===== src/rbp_pkg.sv =====
// ----------------------------------------------------------------------------
// rbp_pkg
// Shared types and constants for the reference-counted buffer pool.
// ----------------------------------------------------------------------------
package rbp_pkg;

	typedef enum logic [1:0] {
		CMD_ALLOC   = 2'd0,
		CMD_ADDREF  = 2'd1,
		CMD_RELEASE = 2'd2,
		CMD_QUERY   = 2'd3
	} cmd_t;

	typedef enum logic [1:0] {
		ST_OK    = 2'd0,
		ST_EMPTY = 2'd1,
		ST_FREE  = 2'd2,
		ST_SAT   = 2'd3
	} status_t;

	localparam int HANDLE_W = 5;
	localparam int COUNT_W  = 8;
	localparam int LEVEL_W  = 6;
	localparam int DROP_W   = 16;

	localparam logic [COUNT_W-1:0] COUNT_MAX = '1;
	localparam logic [COUNT_W-1:0] COUNT_ONE = COUNT_W'(1);
	localparam logic [DROP_W-1:0]  DROP_MAX  = '1;

	typedef struct packed {
		logic [1:0]          command;
		logic [HANDLE_W-1:0] handle;
	} rbp_in_t;

	typedef struct packed {
		logic [1:0]          status;
		logic [HANDLE_W-1:0] granted_handle;
		logic [COUNT_W-1:0]  ref_count;
		logic [LEVEL_W-1:0]  free_count;
		logic [LEVEL_W-1:0]  in_use_count;
		logic [DROP_W-1:0]   dropped_count;
	} rbp_out_t;

	// requests from the command stage to the free FIFO
	typedef struct packed {
		logic pop;
		logic push;
	} rbp_fifo_req_t;

	typedef struct packed {
		logic empty;
		logic full;
	} rbp_fifo_sts_t;

endpackage


===== src/rbp_free_fifo.sv =====
// ----------------------------------------------------------------------------
// rbp_free_fifo
// Circular FIFO of free handles in a synchronous RAM. Entries not yet pushed
// read as their own index, so the initial 0..N-1 contents need no fill pass.
// ----------------------------------------------------------------------------
module rbp_free_fifo
	import rbp_pkg::*;
#(
	parameter int NUM_BUFFERS = 32
) (
	input  logic                                 clk,
	input  logic                                 arst_n,
	input  logic                                 rd_en,
	input  logic                                 adv,
	input  rbp_fifo_req_t                        req,
	input  logic [$clog2(NUM_BUFFERS)-1:0]       push_data,
	output logic [$clog2(NUM_BUFFERS)-1:0]       head_data,
	output rbp_fifo_sts_t                        sts,
	output logic [$clog2(NUM_BUFFERS+1)-1:0]     level,
	output logic [$clog2(NUM_BUFFERS+1)-1:0]     level_n
);

	localparam int AW = $clog2(NUM_BUFFERS);
	localparam int LW = $clog2(NUM_BUFFERS + 1);
	localparam logic [AW-1:0] LAST = AW'(NUM_BUFFERS - 1);
	localparam logic [LW-1:0] FULL = LW'(NUM_BUFFERS);

	logic [AW-1:0] mem [NUM_BUFFERS];
	logic [AW-1:0] head_q, tail_q, head_nx;
	logic [LW-1:0] level_q, fill_q;
	logic [AW-1:0] rd_s1, rd_addr_s1;
	logic          byp_v_q;
	logic [AW-1:0] byp_addr_q, byp_data_q;
	logic          do_pop, do_push;

	assign sts.empty = (level_q == '0);
	assign sts.full  = (level_q == FULL);
	assign do_pop    = adv && req.pop && !sts.empty;
	assign do_push   = adv && req.push && !sts.full;
	assign head_nx   = do_pop ? ((head_q == LAST) ? '0 : head_q + 1'b1) : head_q;
	assign level     = level_q;
	assign level_n   = level_q + LW'(do_push) - LW'(do_pop);

	// last write wins; slots beyond the fill mark still hold their reset index
	always_comb begin
		priority if (byp_v_q && byp_addr_q == rd_addr_s1) begin
			head_data = byp_data_q;
		end else if (LW'(rd_addr_s1) < fill_q) begin
			head_data = rd_s1;
		end else begin
			head_data = rd_addr_s1;
		end
	end

	always_ff @(posedge clk or negedge arst_n) begin
		if (!arst_n) begin
			head_q     <= '0;
			tail_q     <= '0;
			level_q    <= FULL;
			fill_q     <= '0;
			byp_v_q    <= 1'b0;
			byp_addr_q <= '0;
			byp_data_q <= '0;
		end else begin
			head_q  <= head_nx;
			level_q <= level_n;
			if (do_push) begin
				tail_q     <= (tail_q == LAST) ? '0 : tail_q + 1'b1;
				byp_v_q    <= 1'b1;
				byp_addr_q <= tail_q;
				byp_data_q <= push_data;
				if (fill_q != FULL) begin
					fill_q <= fill_q + 1'b1;
				end
			end
		end
	end

	always_ff @(posedge clk) begin
		if (do_push) begin
			mem[tail_q] <= push_data;
		end
		if (rd_en) begin
			rd_s1      <= mem[head_nx];
			rd_addr_s1 <= head_nx;
		end
	end

endmodule


===== src/refcounted_buffer_pool_core.sv =====
// ----------------------------------------------------------------------------
// refcounted_buffer_pool_core
// Buffer handle pool: free FIFO plus per-handle reference counts.
// ----------------------------------------------------------------------------
// Takes one command beat per cycle (allocate, add reference, release, query)
// and returns exactly one result beat per command, in order. The edge that
// accepts a command also captures its count and free-FIFO reads into the
// command stage, and the result is registered when the stage advances.
// Throughput is one command per cycle unless cmd_stall is high, set by the
// single read-modify-write of the count RAM; back-to-back commands on the
// same handle are forwarded from the last write. The result register lets a
// new command enter while a result waits on rsp_stall. After reset the count
// RAM is zeroed by a clearing pass over every entry, during which cmd_stall
// stays high. Handles above 31 can be allocated when NUM_BUFFERS is larger
// than 32, but only the low five bits are reported.
// ----------------------------------------------------------------------------
module refcounted_buffer_pool_core
	import rbp_pkg::*;
#(
	parameter int NUM_BUFFERS = 32
) (
	input  logic     clk,
	input  logic     arst_n,
	input  logic     cmd_valid,
	output logic     cmd_stall,
	input  rbp_in_t  cmd,
	output logic     rsp_valid,
	input  logic     rsp_stall,
	output rbp_out_t rsp
);

	localparam int AW = $clog2(NUM_BUFFERS);
	localparam int LW = $clog2(NUM_BUFFERS + 1);
	localparam int XW = (AW > HANDLE_W) ? AW : HANDLE_W;
	localparam int CW = (LW > LEVEL_W) ? LW : LEVEL_W;
	localparam logic [AW-1:0] LAST = AW'(NUM_BUFFERS - 1);

	// count RAM and its clearing pass
	logic [COUNT_W-1:0] cnt_mem [NUM_BUFFERS];
	logic               clr_q;
	logic [AW-1:0]      clr_idx_q;

	// command stage
	logic               s1_valid_q;
	cmd_t               cmd_s1;
	logic [HANDLE_W-1:0] hnd_s1;
	logic               hval_s1;
	logic [AW-1:0]      haddr_s1;
	logic [COUNT_W-1:0] cnt_rd_s1;

	// forwarding of the last count write
	logic               byp_v_q;
	logic [AW-1:0]      byp_addr_q;
	logic [COUNT_W-1:0] byp_data_q;

	logic [LW-1:0]      in_use_q, in_use_n;
	logic [DROP_W-1:0]  drops_q, drops_n;
	logic               rsp_valid_q;
	rbp_out_t           rsp_q;

	logic               accept, out_free, s1_adv, in_hval;
	logic [XW-1:0]      in_hx, gnt_x;
	logic [CW-1:0]      lvl_x, use_x;
	logic [COUNT_W-1:0] cur_cnt, cnt_o;
	status_t            status;
	logic [HANDLE_W-1:0] granted;
	logic               wr_en;
	logic [AW-1:0]      wr_addr;
	logic [COUNT_W-1:0] wr_data;

	rbp_fifo_req_t      freq;
	rbp_fifo_sts_t      fsts;
	logic [AW-1:0]      fifo_data;
	logic [LW-1:0]      fifo_level, fifo_level_n;

	// handshake: hold off during the clearing pass or while the stage is blocked
	assign out_free  = !rsp_valid_q || !rsp_stall;
	assign s1_adv    = s1_valid_q && out_free;
	assign cmd_stall = clr_q || (s1_valid_q && !out_free);
	assign accept    = cmd_valid && !cmd_stall;

	assign in_hx   = XW'(cmd.handle);
	assign in_hval = 32'(cmd.handle) < 32'(NUM_BUFFERS);

	rbp_free_fifo #(
		.NUM_BUFFERS(NUM_BUFFERS)
	) u_fifo (
		.clk       (clk),
		.arst_n    (arst_n),
		.rd_en     (accept),
		.adv       (s1_adv),
		.req       (freq),
		.push_data (haddr_s1),
		.head_data (fifo_data),
		.sts       (fsts),
		.level     (fifo_level),
		.level_n   (fifo_level_n)
	);

	// count seen by this command: out-of-range handles look free
	always_comb begin
		priority if (!hval_s1) begin
			cur_cnt = '0;
		end else if (byp_v_q && byp_addr_q == haddr_s1) begin
			cur_cnt = byp_data_q;
		end else begin
			cur_cnt = cnt_rd_s1;
		end
	end

	assign gnt_x = XW'(fifo_data);

	always_comb begin
		status   = ST_OK;
		granted  = hnd_s1;
		cnt_o    = '0;
		wr_en    = 1'b0;
		wr_addr  = haddr_s1;
		wr_data  = '0;
		freq     = '0;
		in_use_n = in_use_q;
		drops_n  = drops_q;
		unique case (cmd_s1)
			CMD_ALLOC: begin
				freq.pop = 1'b1;
				if (!fsts.empty) begin
					granted  = gnt_x[HANDLE_W-1:0];
					cnt_o    = COUNT_ONE;
					wr_en    = 1'b1;
					wr_addr  = fifo_data;
					wr_data  = COUNT_ONE;
					in_use_n = in_use_q + 1'b1;
				end else begin
					status  = ST_EMPTY;
					granted = '0;
					if (drops_q != DROP_MAX) begin
						drops_n = drops_q + 1'b1;
					end
				end
			end
			CMD_ADDREF: begin
				priority if (cur_cnt == '0) begin
					status = ST_FREE;
				end else if (cur_cnt == COUNT_MAX) begin
					status = ST_SAT;
					cnt_o  = COUNT_MAX;
				end else begin
					cnt_o   = cur_cnt + 1'b1;
					wr_en   = 1'b1;
					wr_data = cnt_o;
				end
			end
			CMD_RELEASE: begin
				if (cur_cnt == '0) begin
					status = ST_FREE;
				end else begin
					cnt_o   = cur_cnt - 1'b1;
					wr_en   = 1'b1;
					wr_data = cnt_o;
					if (cnt_o == '0) begin
						freq.push = 1'b1;
						if (in_use_q != '0) begin
							in_use_n = in_use_q - 1'b1;
						end
					end
				end
			end
			CMD_QUERY: begin
				cnt_o = cur_cnt;
			end
			default: begin
				cnt_o = cur_cnt;
			end
		endcase
	end

	assign lvl_x = CW'(fifo_level_n);
	assign use_x = CW'(in_use_n);

	always_ff @(posedge clk or negedge arst_n) begin
		if (!arst_n) begin
			clr_q       <= 1'b1;
			clr_idx_q   <= '0;
			s1_valid_q  <= 1'b0;
			byp_v_q     <= 1'b0;
			in_use_q    <= '0;
			drops_q     <= '0;
			rsp_valid_q <= 1'b0;
		end else begin
			if (clr_q) begin
				clr_idx_q <= clr_idx_q + 1'b1;
				if (clr_idx_q == LAST) begin
					clr_q <= 1'b0;
				end
			end
			if (accept) begin
				s1_valid_q <= 1'b1;
			end else if (s1_adv) begin
				s1_valid_q <= 1'b0;
			end
			if (s1_adv) begin
				in_use_q    <= in_use_n;
				drops_q     <= drops_n;
				rsp_valid_q <= 1'b1;
				if (wr_en) begin
					byp_v_q <= 1'b1;
				end
			end else if (!rsp_stall) begin
				rsp_valid_q <= 1'b0;
			end
		end
	end

	// payload registers
	always_ff @(posedge clk) begin
		if (accept) begin
			cmd_s1   <= cmd_t'(cmd.command);
			hnd_s1   <= cmd.handle;
			hval_s1  <= in_hval;
			haddr_s1 <= in_hx[AW-1:0];
		end
		if (s1_adv) begin
			if (wr_en) begin
				byp_addr_q <= wr_addr;
				byp_data_q <= wr_data;
			end
			rsp_q.status         <= status;
			rsp_q.granted_handle <= granted;
			rsp_q.ref_count      <= cnt_o;
			rsp_q.free_count     <= lvl_x[LEVEL_W-1:0];
			rsp_q.in_use_count   <= use_x[LEVEL_W-1:0];
			rsp_q.dropped_count  <= drops_n;
		end
	end

	// count RAM: one write port, one registered read port (read-before-write)
	always_ff @(posedge clk) begin
		if (clr_q) begin
			cnt_mem[clr_idx_q] <= '0;
		end else if (s1_adv && wr_en) begin
			cnt_mem[wr_addr] <= wr_data;
		end
		if (accept) begin
			cnt_rd_s1 <= cnt_mem[in_hx[AW-1:0]];
		end
	end

	assign rsp_valid = rsp_valid_q;
	assign rsp       = rsp_q;

	// every handle is either waiting in the FIFO or allocated
	a_handles_conserved: assert property (@(posedge clk) disable iff (!arst_n)
		(LW+1)'(fifo_level) + (LW+1)'(in_use_q) == (LW+1)'(NUM_BUFFERS))
		else $error("free plus in-use count differs from pool size");

	a_no_cmd_in_clear: assert property (@(posedge clk) disable iff (!arst_n)
		clr_q |-> !s1_valid_q)
		else $error("command in flight during count clearing");

	a_stage_result: assert property (@(posedge clk) disable iff (!arst_n)
		s1_adv |=> rsp_valid_q)
		else $error("command stage advanced without a result");

	a_sat_count: assert property (@(posedge clk) disable iff (!arst_n)
		(rsp_valid_q && rsp_q.status == ST_SAT) |-> rsp_q.ref_count == COUNT_MAX)
		else $error("saturation reported below the count ceiling");

endmodule

===== config.mk =====
export PLATFORM = sky130hd
export DESIGN_NAME = refcounted_buffer_pool_core
export DESIGN_NICKNAME = d
export VERILOG_FILES = /design/src/rbp_pkg.sv /design/src/rbp_free_fifo.sv /design/src/refcounted_buffer_pool_core.sv
export SDC_FILE = /design/constraint.sdc
export NUM_CORES = 1
export LEC_CHECK = 0
export BUFFER_PORTS_ARGS = -buffer_cell sky130_fd_sc_hd__clkbuf_2
export CELL_PAD_IN_SITES_DETAIL_PLACEMENT = 0
export CELL_PAD_IN_SITES_GLOBAL_PLACEMENT = 1
export CORE_ASPECT_RATIO = 0.8
export CORE_MARGIN = 8
export CORE_UTILIZATION = 50
export DETAILED_ROUTE_END_ITERATION = 6
export PLACE_DENSITY_LB_ADDON = 0.08
export SYNTH_ARGS = -nofsm -noshare
export SYNTH_HDL_FRONTEND = slang
export SYNTH_SLANG_ARGS = --single-unit

===== constraint.sdc =====
create_clock -name clk -period 6.51 [get_ports clk]
set_clock_uncertainty 0.05 [all_clocks]
set_input_delay 0.3255 -clock clk [delete_from_list [all_inputs] [get_ports clk]]
set_output_delay 0.3255 -clock clk [all_outputs]
set_load 0.03 [all_outputs]

Word-level counts from Yosys, hierarchy flattened
Memories as Yosys holds them, arrays and structs flattened. A register that Yosys moved wholly into a read port is not among the register bits.
Index checks and enable logic that the tools add are counted.
Word-level totals
  bits of input ports: 11
  memories: 2
  register bits: 132
  logic and storage cells: 135
  output and inout port bits: 45
  RAM bits: 416
Operators by class
  equal/unequal tests: 13
  magnitude comparators: 1
  add/subtract/negate cells: 11
  muxes and demuxes: 56
  reductions and logical operators: 27
Memory list
  cnt_mem: depth 32, bits a word 8, read ports 1, clocked after Yosys merged registers in 1, write ports 1, RTL line refcounted_buffer_pool_core.sv:39  | logic [COUNT_W-1:0] cnt_mem [NUM_BUFFERS];
  u_fifo.mem: depth 32, bits a word 5, read ports 1, clocked after Yosys merged registers in 1, write ports 1, RTL line rbp_free_fifo.sv:28  | logic [AW-1:0] mem [NUM_BUFFERS];
Operators by type and width (count)
  2-to-1 mux 8 bit: 7
  2-to-1 mux 5 bit: 10
  2-to-1 mux 16 bit: 3
  one-hot mux 8 bit (4 select lines): 1
  2-to-1 mux 1 bit: 24
  2-to-1 mux 6 bit: 4
  one-hot mux 8 bit (3 select lines): 1
  adder 16 x 1 -> 16 bit, second input constant: 1
  logical NOT 8 bit: 2
  != test 16 bit, second input constant: 1
  adder 5 x 1 -> 5 bit, second input constant: 3
  equality test 5 bit, second input constant: 3
  adder 6 x 1 -> 6 bit, second input constant: 2
  one-hot mux 6 bit (2 select lines): 1
  equality test 5 bit: 2
  logical AND 1 bit: 10
  adder 8 x 1 -> 8 bit, second input constant: 1
  equality test 8 bit, second input constant: 1
  OR reduction 8 bit: 1
  subtractor 8 x 1 -> 8 bit, second input constant: 1
  adder 6 x 1 -> 6 bit: 1
  equality test 6 bit, second input constant: 1
  logical NOT 1 bit: 6
  logical NOT 6 bit: 1
  15 further kinds: 20

Logic depth before layout (Yosys ltp)
  depth in word-level cells: 13
  depth in mapped cells: 20
  gate-level depth less buffers: 17

Modules after synthesis
Synthesis repeated with hierarchy kept, for this count alone.
Second synthesis, totals
  cell total of the unflattened synthesis: 1684
  area, all modules: 24691.2 um2
Modules (own cells, without submodules)
  refcounted_buffer_pool_core: instances 1, sequential area each 10596.4 um2, area an instance 15513.6 um2, cells each 944
  rbp_free_fifo: instances 1, sequential area each 5931.9 um2, area an instance 9177.6 um2, cells each 740

Worst setup path before layout
OpenSTA, ideal clock, no wires.
  kind: register -> register
  from: reg haddr_s1[4]
  to: mem cnt_mem[0][0], data pin
  setup time: 461 ps
  buffers on the path: 2
  required time: 5999 ps
  clock period less this slack: 4916 ps
  stages on the path, launching flop included: 16
  setup slack: 1594 ps
  data arrival time: 4405 ps
  cells stage by stage: edfxtp_1 > xnor2_1 > and4_1 > buf_4 > nand2_2 > buf_4 > mux2_2 > inv_1 > ha_1 > nand2_1 > a21oi_1 > o22ai_2 > nand3_1 > o21a_1 > o21ai_0 > nor3b_1
On the way
  elaborated cells between the ends (all ways): 21
  classes of those cells: add/sub: 2; eq/ne: 2; mux: 13; reduce/logical: 4
RTL lines
  from (decl): RTL line refcounted_buffer_pool_core.sv:48  | logic [AW-1:0] haddr_s1;
  from (signal assigned): RTL line refcounted_buffer_pool_core.sv:220  | haddr_s1 <= in_hx[AW-1:0];
  equality test 5 bit *: RTL line refcounted_buffer_pool_core.sv:104  | end else if (byp_v_q && byp_addr_q == haddr_s1) begin
  logical AND 1 bit *: RTL line refcounted_buffer_pool_core.sv:104
  2-to-1 mux 8 bit *: RTL line refcounted_buffer_pool_core.sv:104
  adder 8 x 1 -> 8 bit or equality test 8 bit (tied branches): RTL line refcounted_buffer_pool_core.sv:148, refcounted_buffer_pool_core.sv:144
  2-to-1 mux 8 bit: RTL line refcounted_buffer_pool_core.sv:144  | end else if (cur_cnt == COUNT_MAX) begin
  2-to-1 mux 8 bit: RTL line refcounted_buffer_pool_core.sv:142  | priority if (cur_cnt == '0) begin
  one-hot mux 8 bit (3 select lines) *: RTL line refcounted_buffer_pool_core.sv:123  | unique case (cmd_s1)
  net wr_data[0]: RTL line refcounted_buffer_pool_core.sv:69  | logic [COUNT_W-1:0] wr_data;
  2-to-1 mux 8 bit (no line) *
  to (decl): RTL line refcounted_buffer_pool_core.sv:39
The timed path passes the listed nets; every way through them passes the cells marked *.

Final worst setup path
  from: reg haddr_s1[4]
  to: mem cnt_mem[5][0], data pin
Same word-level chain as after synthesis.

==> metrics.txt <==
Final setup viols=0; Fin. Hold Viols=0; width of the die=263 um; final weighted congestion in routability-driven placement=0.900; clock buffers created by TritonCTS=54; share of synthesized area occupied by flip-flops and latches=67.9%; count of max-cap constraint violations=0; sequential cell fraction of total power=48.1%; worst stage delay on the critical path=890 ps; arrival time at the worst endpoint=5280 ps; net switching power=0.00255 W; fraction of layout instances using a drive strength above 1=16.6%; IO Pins=56; Synth async-reset ratio=11.4%; clk slew on worst S/H paths=60 ps; GR Util All Layers=20.5%; die height=213 um; number of warnings issued by yosys=0; placed wire-length estimate after detailed placement=37.4 mm; total clock sinks=561; ant diodes=0; routed length on met2=24.9 mm; final worst-path cycle share=75.3%; Via Count=14,600; synth unique cells=91; detailed-router iteration count before antenna repair=5; switching share of total power=28.7%; net count after synthesis=1,744; clock group share of total power=34.0%; relative slew slack=16.4%; most numerous cell on the critical path=nand2_1; worst setup path startpoint=haddr_s1[4]$_DFFE_PP_; post-detailed-route DRC marker count=0; slew at the pin closest to its max-slew limit=1250 ps; depth of the worst hold-timing path=1; Max Root-Sink Buffers=3; wire length on met1=27.6 mm; most common cell after layout, fill and taps aside=edfxtp_1; setup repair after global routing missed its margin=no; post-CTS setup buffers=0; kind of capture point of the worst setup path=register; origin of the critical flop-to-flop path=haddr_s1[4]$_DFFE_PP_; main flop type after synthesis=edfxtp_1; mean routed wirelength per cell=23.7 um; final critical delay including setup and external delays=4900 ps; cell-internal power=0.00632 W; Min-Delay Startpoint=cmd[4]; number of vias per cell after detailed routing=5.97; floorplan die area=56,100 sq um; largest net degree at the start of global routing=79; Max Slew Vio Count=0; series of cell instances along the critical path=xnor2_1 > and4_1 > nand2_2 > mux2_2 > inv_1 > ha_1 > nand2_1 > a21oi_1 > o22ai_2 > nand2_1 > o21a_1 > o21ai_0 > nor3b_2 > buf_4; combinational cell fraction of total power=18.0%; H-Tree Level Count=2; Port-buffer cells=55; status=complete, no violations; kind of path behind the tightest hold check=in -> reg; flip-flop and latch count after synthesis=561; highest achievable clock rate=204 MHz; initial cell density of the core=50.5%; WL final=57.9 mm; Max Fanout on Critical Path=20; commonest cells after routing, fill and taps aside=edfxtp_1, nand2_1, nor2_1; post-layout total power=0.00887 W; iteration-0 DRC count of the detailed router=1,640; FF-to-FF path depth=14; maximum VDD drop=271 uV; antenna violations before repair=2; Avg Cell Area, Syn=14.3 sq um; number of standard-cell rows in the floorplan=72; Met3 Routed Length=4.60 mm; signed area change from the synthesized netlist to the final layout=11.2%; via count of the first global-routing pass=14,100; cell at the root of the clock tree=clkbuf_16; static leakage power=9.55 nW; CORE AREA=48,200 sq um; Final nets=1,811; total standard cell area after synthesis=24,300 sq um; number of routed nets with antenna violations=0; aggregate negative setup slack=0 ps; global-route wire length before repair=88.6 mm; remaining global-route overflow=0; number of flops mapped to enable cells by yosys=497; cell at the slowest stage of the critical path=nor3b_2; Syn Inst Count=1,700; power density over the cells=328 nW/um^2; fillcell total=3,785; CP required=6890 ps; clock tree from TritonCTS=done; Max Used Layer=met5; worst setup path class=reg -> reg; clock insertion delay at the later pin of the skew report=610 ps; startpoint class of the critical path=register
[state kept, by name, summed over array words and instances (netlist names), 6 cells and up]
name           count
u_fifo.mem       160
byp_data_q         8
rsp               43
in_use_q           6
cnt_rd_s1          8
u_fifo.level       6
u_fifo.fill_q      6
cnt_mem          256
drops_q           16
[routing by layer]
layer	global-route usage [%]	up-vias
met4	4.19	2
met2	30.3	560
li1	-	6593
met5	0	-
met1	32.0	7334
met3	3.48	70
[critical path, delay by kind of cell, from the launching register on]
kind	cells	cell delay, ps
compound gates	4	970
xor+xnor	1	250
fa+ha+maj	1	220
buf+inv	2	470
flops	1	400
mux	1	360
simple gates	5	1990
[cell type report]
type	instances	area [sq um]	share of cell area [%]
flip-flops and latches	561	16500	61.0
multi-input cells	1024	7390	27.3
clock buffers	69	1420	5.23
well taps	629	787	2.91
repair buffers	87	528	1.95
clock inverters	31	278	1.03
inverters	39	149	0.550
[final timing paths]
| check | end | slack (ps) |
|---|---|---|
| min reg2reg | u_fifo.byp_data_q[4]$_DFFE_PN0N_ | 420 |
| max reg2reg | cnt_mem[5][0]$_DFFE_PP_ | 1610 |
| min | haddr_s1[4]$_DFFE_PP_ | 80 |
| max | cnt_mem[5][0]$_DFFE_PP_ | 1610 |
| max in group asynchronous | drops_q[5]$_DFFE_PN0P_ | 5370 |
| min in group asynchronous | u_fifo.level[4]$_DFF_PN0_ | 430 |
[power by group through the flow]
stage | Sequential [W] | Combinational [W] | Clock, W
2_1_floorplan | 0.00440 | 0.00102 | 0
3_3_place_gp | 0.00433 | 0.00158 | 0
3_5_place_dp | 0.00434 | 0.00159 | 0
4_1_cts | 0.00426 | 0.00160 | 0.00308
5_1_grt | 0.00428 | 0.00176 | 0.00322
6_report | 0.00426 | 0.00159 | 0.00302
[through the flow]
stage          util (%)  hold slack (ps)  setup WS [ps]  cell area, sq um  cells
2_1_floorplan         -            -20.1           1590             24300   1700
3_3_place_gp       52.6              406           1800             25300   2336
3_5_place_dp       52.6              412           1710             25300   2336
4_1_cts            56.2             41.4           1710             27100   2440
5_1_grt            56.2             73.7           1290             27100   2440
6_report           56.2             82.3           1610             27100   2440
[Yosys cell counts (all sizes together) (20+ instances only)]
library cell | count | area [sq um]
dfrtp | 62 | 1550
inv | 37 | 141
a21oi | 38 | 194
xnor2 | 28 | 245
and3 | 22 | 138
nor3 | 20 | 105
o21ai | 28 | 140
buf | 30 | 148
xor2 | 24 | 210
ha | 32 | 400
nand3 | 112 | 566
nor2 | 128 | 490
edfxtp | 497 | 14900
clkbuf | 46 | 173
mux2 | 23 | 263
mux4 | 80 | 1800
nand2 | 268 | 1010
[cells by family after synthesis]
| family | Yosys count | synth area share, % |
|---|---|---|
| xor+xnor | 52 | 1.87 |
| buf+inv | 115 | 1.93 |
| mux | 118 | 9.15 |
| flops | 561 | 67.9 |
| simple gates | 642 | 12.2 |
| compound gates | 179 | 5.30 |
| fa+ha+maj | 33 | 1.73 |
[what timing repair did]
| action | 4_1_cts | 5_1_grt |
|---|---|---|
| gates resized for setup | 0 | 0 |
| endpoints found under the hold margin | 66 | 0 |
| hold buffers | 4 | 0 |
No activity file was read; power rests on OpenSTA's default activity.
